--- config.mk ---
export PLATFORM = sky130hd
export DESIGN_NAME = aqbc_isqrt
export DESIGN_NICKNAME = d
export VERILOG_FILES = /design/src/rtl/core/aqbc_isqrt.sv
export SDC_FILE = /design/constraint.sdc
export NUM_CORES = 2
export LEC_CHECK = 0
export ABC_AREA = 1
export BUFFER_PORTS_ARGS = -buffer_cell sky130_fd_sc_hd__buf_4
export CORE_MARGIN = 4
export CORE_UTILIZATION = 40
export DETAILED_ROUTE_END_ITERATION = 12
export GPL_TIMING_DRIVEN = 0
export PLACE_DENSITY = 0.54
export SLEW_MARGIN = 10
export SYNTH_ARGS = -nofsm -noshare
export SYNTH_HDL_FRONTEND = slang
export SYNTH_SLANG_ARGS = --single-unit
--- constraint.sdc ---
create_clock -name clk -period 4.7 [get_ports clk]
set_input_delay 0.47 -clock clk [delete_from_list [all_inputs] [get_ports clk]]
set_output_delay 0.47 -clock clk [all_outputs]
set_load 0.1 [all_outputs]
--- src/rtl/core/aqbc_isqrt.sv ---
// aqbc_isqrt: pipelined floor square root, one result bit per stage
// depends on nothing; one item per cycle

module aqbc_isqrt #(
	parameter int IN_W = 60
) (
	input  logic                  clk,
	input  logic                  arst_n,
	input  logic                  in_valid,
	input  logic [IN_W-1:0]       in_value,
	output logic                  out_valid,
	output logic [IN_W/2-1:0]     out_root
);

	localparam int OUT_W = IN_W / 2;
	localparam int REM_W = OUT_W + 2;

	logic [REM_W-1:0] rem_s  [OUT_W+1];
	logic [OUT_W-1:0] root_s [OUT_W+1];
	logic [IN_W-1:0]  rest_s [OUT_W+1];
	logic             vld_s  [OUT_W+1];

	assign rem_s[0]  = '0;
	assign root_s[0] = '0;
	assign rest_s[0] = in_value;
	assign vld_s[0]  = in_valid;

	for (genvar k = 0; k < OUT_W; k++) begin : g_stage
		logic [REM_W-1:0] rem_sh;
		logic [REM_W-1:0] trial;
		logic             ge;

		always_comb begin
			rem_sh = {rem_s[k][REM_W-3:0], rest_s[k][IN_W-1:IN_W-2]};
			trial  = {root_s[k], 2'b01};
			ge     = (rem_sh >= trial);
		end

		always_ff @(posedge clk or negedge arst_n) begin
			if (!arst_n) begin
				vld_s[k+1] <= 1'b0;
			end else begin
				vld_s[k+1] <= vld_s[k];
			end
		end

		always_ff @(posedge clk) begin
			rem_s[k+1]  <= ge ? (rem_sh - trial) : rem_sh;
			root_s[k+1] <= {root_s[k][OUT_W-2:0], ge};
			rest_s[k+1] <= {rest_s[k][IN_W-3:0], 2'b00};
		end
	end

	assign out_valid = vld_s[OUT_W];
	assign out_root  = root_s[OUT_W];

endmodule

==> flow_summary.json <==
{
  "status": "finished clean",
  "setup_viol": 0,
  "cp_data_arrival_time_ns": 3.49,
  "synthTopCellsByArea": "dfxtp_1 45%, nand2_1 17%, inv_1 9.1%",
  "hp-class": "in2reg",
  "wl_per_cell_um": 16.2,
  "dp_hpwl_mm": 227,
  "drv_cap": 0,
  "syn-cell-area_mm2": 0.0964,
  "cts_buffer_depth": 3,
  "finalCritPeriodShare_pct": 58.4,
  "place_congestion": 0.934,
  "grtUsageTotal_pct": 21.7,
  "start_kind": "register",
  "ant_nets": 0,
  "power_density_mw_per_mm2": 532,
  "rows": 179,
  "routed_via_density": 4.72,
  "max-vdd-ir-drop_uv": 372,
  "cts_tree": "yes",
  "fin_area_mm2": 0.110,
  "io_pins": 94,
  "relSlewSlack_pct": 37.6,
  "clk_latency_ns": 0.88,
  "avgSynthCellArea_um2": 7.22,
  "drive_gt1_share_pct": 5.46,
  "die_w_um": 499,
  "cts_buffers": 222,
  "num_vias": 80700,
  "routed_wl_mm": 277,
  "htreeDepth": 4,
  "cp.required_ns": 5.45,
  "rsz0062_at_grt": "no",
  "core_mm2": 0.239,
  "synth.distinct_cells": 55,
  "synth_top_area_cell": "dfxtp_1",
  "clock-sinks": 2193,
  "layout_commonest_cell": "nand2_1",
  "yosysWarnings": 0,
  "post_cts_buffers": 0,
  "synth.top_cell.area_share_pct": 44.9,
  "start_util_pct": 40.4,
  "critPathMaxFanout": 10,
  "finalClockSkew_ns": 0.0812,
  "p_leak_uw": 0.0591,
  "initialDrtViolationCount": 6012,
  "fmax_mhz": 365,
  "grt_pass1_wl_mm": 429,
  "crit_type": "reg2reg",
  "dr.pass1.iters": 7,
  "io_buffers": 93,
  "fin_crit_ns": 2.74,
  "grt_pass1_vias": 77200,
  "yosysSeqAreaShare_pct": 45.7,
  "antenna_found_initial": 5,
  "grt_overflow": 0,
  "grt_max_degree": 23,
  "synth_fp_nets": 13900,
  "dieArea_mm2": 0.249,
  "finalPower_uw": 58400,
  "worst_slew_pin_slew_ns": 0.933,
  "setup_tns_ns": 0,
  "area_growth_pct": 13.9,
  "final_cell_mix": "4459 x nand2_1, 2329 x inv_1, 2163 x dfxtp_1",
  "clockRootBuffer": "clkbuf_16",
  "final_nets": 14300,
  "ys_ff_latch": 2193,
  "cts.reportedPaths.clkPinSlew_ns": 0.06,
  "hold_violations": 0,
  "drc": 0,
  "maxSlewViolCount": 0,
  "post_dp_cell_area_mm2": 0.101,
  "end_kind": "register",
  "synthCells": 13400,
  "die_h_um": 499
}
## power breakdown
part	switching (uW)	internal [uW]	leakage, uW	total [uW]
Combinational	10200	4900	0.0367	15100
Clock	7650	11200	0.00395	18800
Sequential	2670	21900	0.0185	24500
Total	20500	37900	0.0591	58400
## stage by stage
step,cells,hold slack [ns],setup WS [ns],util (%)
4_1_cts,17100,0.149,1.96,46.0
3_5_place_dp,16600,0.312,1.99,42.3
3_3_place_gp,16600,0.310,2.01,42.3
5_1_grt,17100,0.183,1.72,46.0
2_1_floorplan,13400,0.174,2.83,-
6_report,17100,0.236,1.96,46.0
## flip-flops by register name, summed over array words and instances, names as in the netlist
signal / count
g_stage.rem_sh: 886
g_stage.trial: 435
out_root: 30
out_valid: 1
rest_s: 812
vld_s: 29
## layer usage
metal | global-route usage (%) | wire, um
met5 | 0 | 0
met4 | 6.05 | 7860
met3 | 2.72 | 13200
met2 | 36.9 | 129000
met1 | 28.9 | 128000
## worst max-delay path: stages (launching register included)
cell,delay [ns]
dfxtp_1,0.51
inv_1,0.10
ha_1,0.36
nand2_2,0.14
inv_1,0.08
nand2_1,0.06
nand2_1,0.07
nand2_1,0.07
nand2_1,0.06
a21oi_2,0.20
nand3_4,0.22
inv_2,0.12
buf_6,0.16
buf_6,0.17
nand2_1,0.08
nand2_1,0.21
## worst paths after layout
path                       slack (ns)  cells past startpoint                        endpoint                     startpoint
setup / recovery                 1.96                     15  g_stage[23].rem_sh[25]$_DFF_P_  g_stage[22].trial[18]$_DFF_P_
hold / removal                   0.24                      2            rest_s[1777]$_DFF_P_                   in_value[35]
setup reg to reg                 1.96                     15  g_stage[23].rem_sh[25]$_DFF_P_  g_stage[22].trial[18]$_DFF_P_
hold reg to reg                  0.29                      0             rest_s[998]$_DFF_P_           rest_s[1056]$_DFF_P_
max in group asynchronous        2.64                      4             vld_s[16]$_DFF_PN0_                         arst_n
min in group asynchronous        0.52                      3             vld_s[17]$_DFF_PN0_                         arst_n
## area by class of cell
class | count | area (um^2)
fillers | 24200 | 129000
flip-flops and latches | 2193 | 44100
multi-input cells | 8689 | 42800
inverters | 2356 | 8850
clock buffers | 294 | 6280
well taps | 3167 | 3960
clock inverters | 121 | 1850
repair buffers | 158 | 1350
plain buffers | 112 | 753
diodes | 3 | 7.51
## cell usage after synthesis (all sizes together)
cell,n
a211oi,3
a21boi,10
a21o,8
a21oi,549
and2,41
and3,13
buf,110
clkbuf,2
clkinv,2
conb,1
dfrtp,30
dfxtp,2163
ha,497
inv,2354
nand2,4480
nand2b,4
nand3,783
nand3b,86
nand4,193
nor2,1060
nor3,152
nor3b,5
nor4,20
o2111ai,1
o211ai,7
o21a,9
o21ai,350
o21bai,29
o22ai,1
o31ai,1
or2,45
or3,2
xnor2,113
xor2,226
## logic make-up (layout without fill, tap and decap cells)
group,Yosys count,after routing,synth area share (%)
buffers and inverters,2468,3041,9.95
other,1,4,0.00389
xor gates and xnor gates,339,339,3.08
DFF,2193,2193,45.7
and+or+nand+nor,6884,6884,29.5
adders and majority gates,497,497,6.45
AOI/OAI and AO/OA,968,968,5.31
## timing repair
| action | CTS | global route |
|---|---|---|
| hold buffers | 65 | 0 |
| resized for setup | 0 | 0 |
| hold endpoints to repair | 92 | 0 |
(Power assumes the default switching activity.)
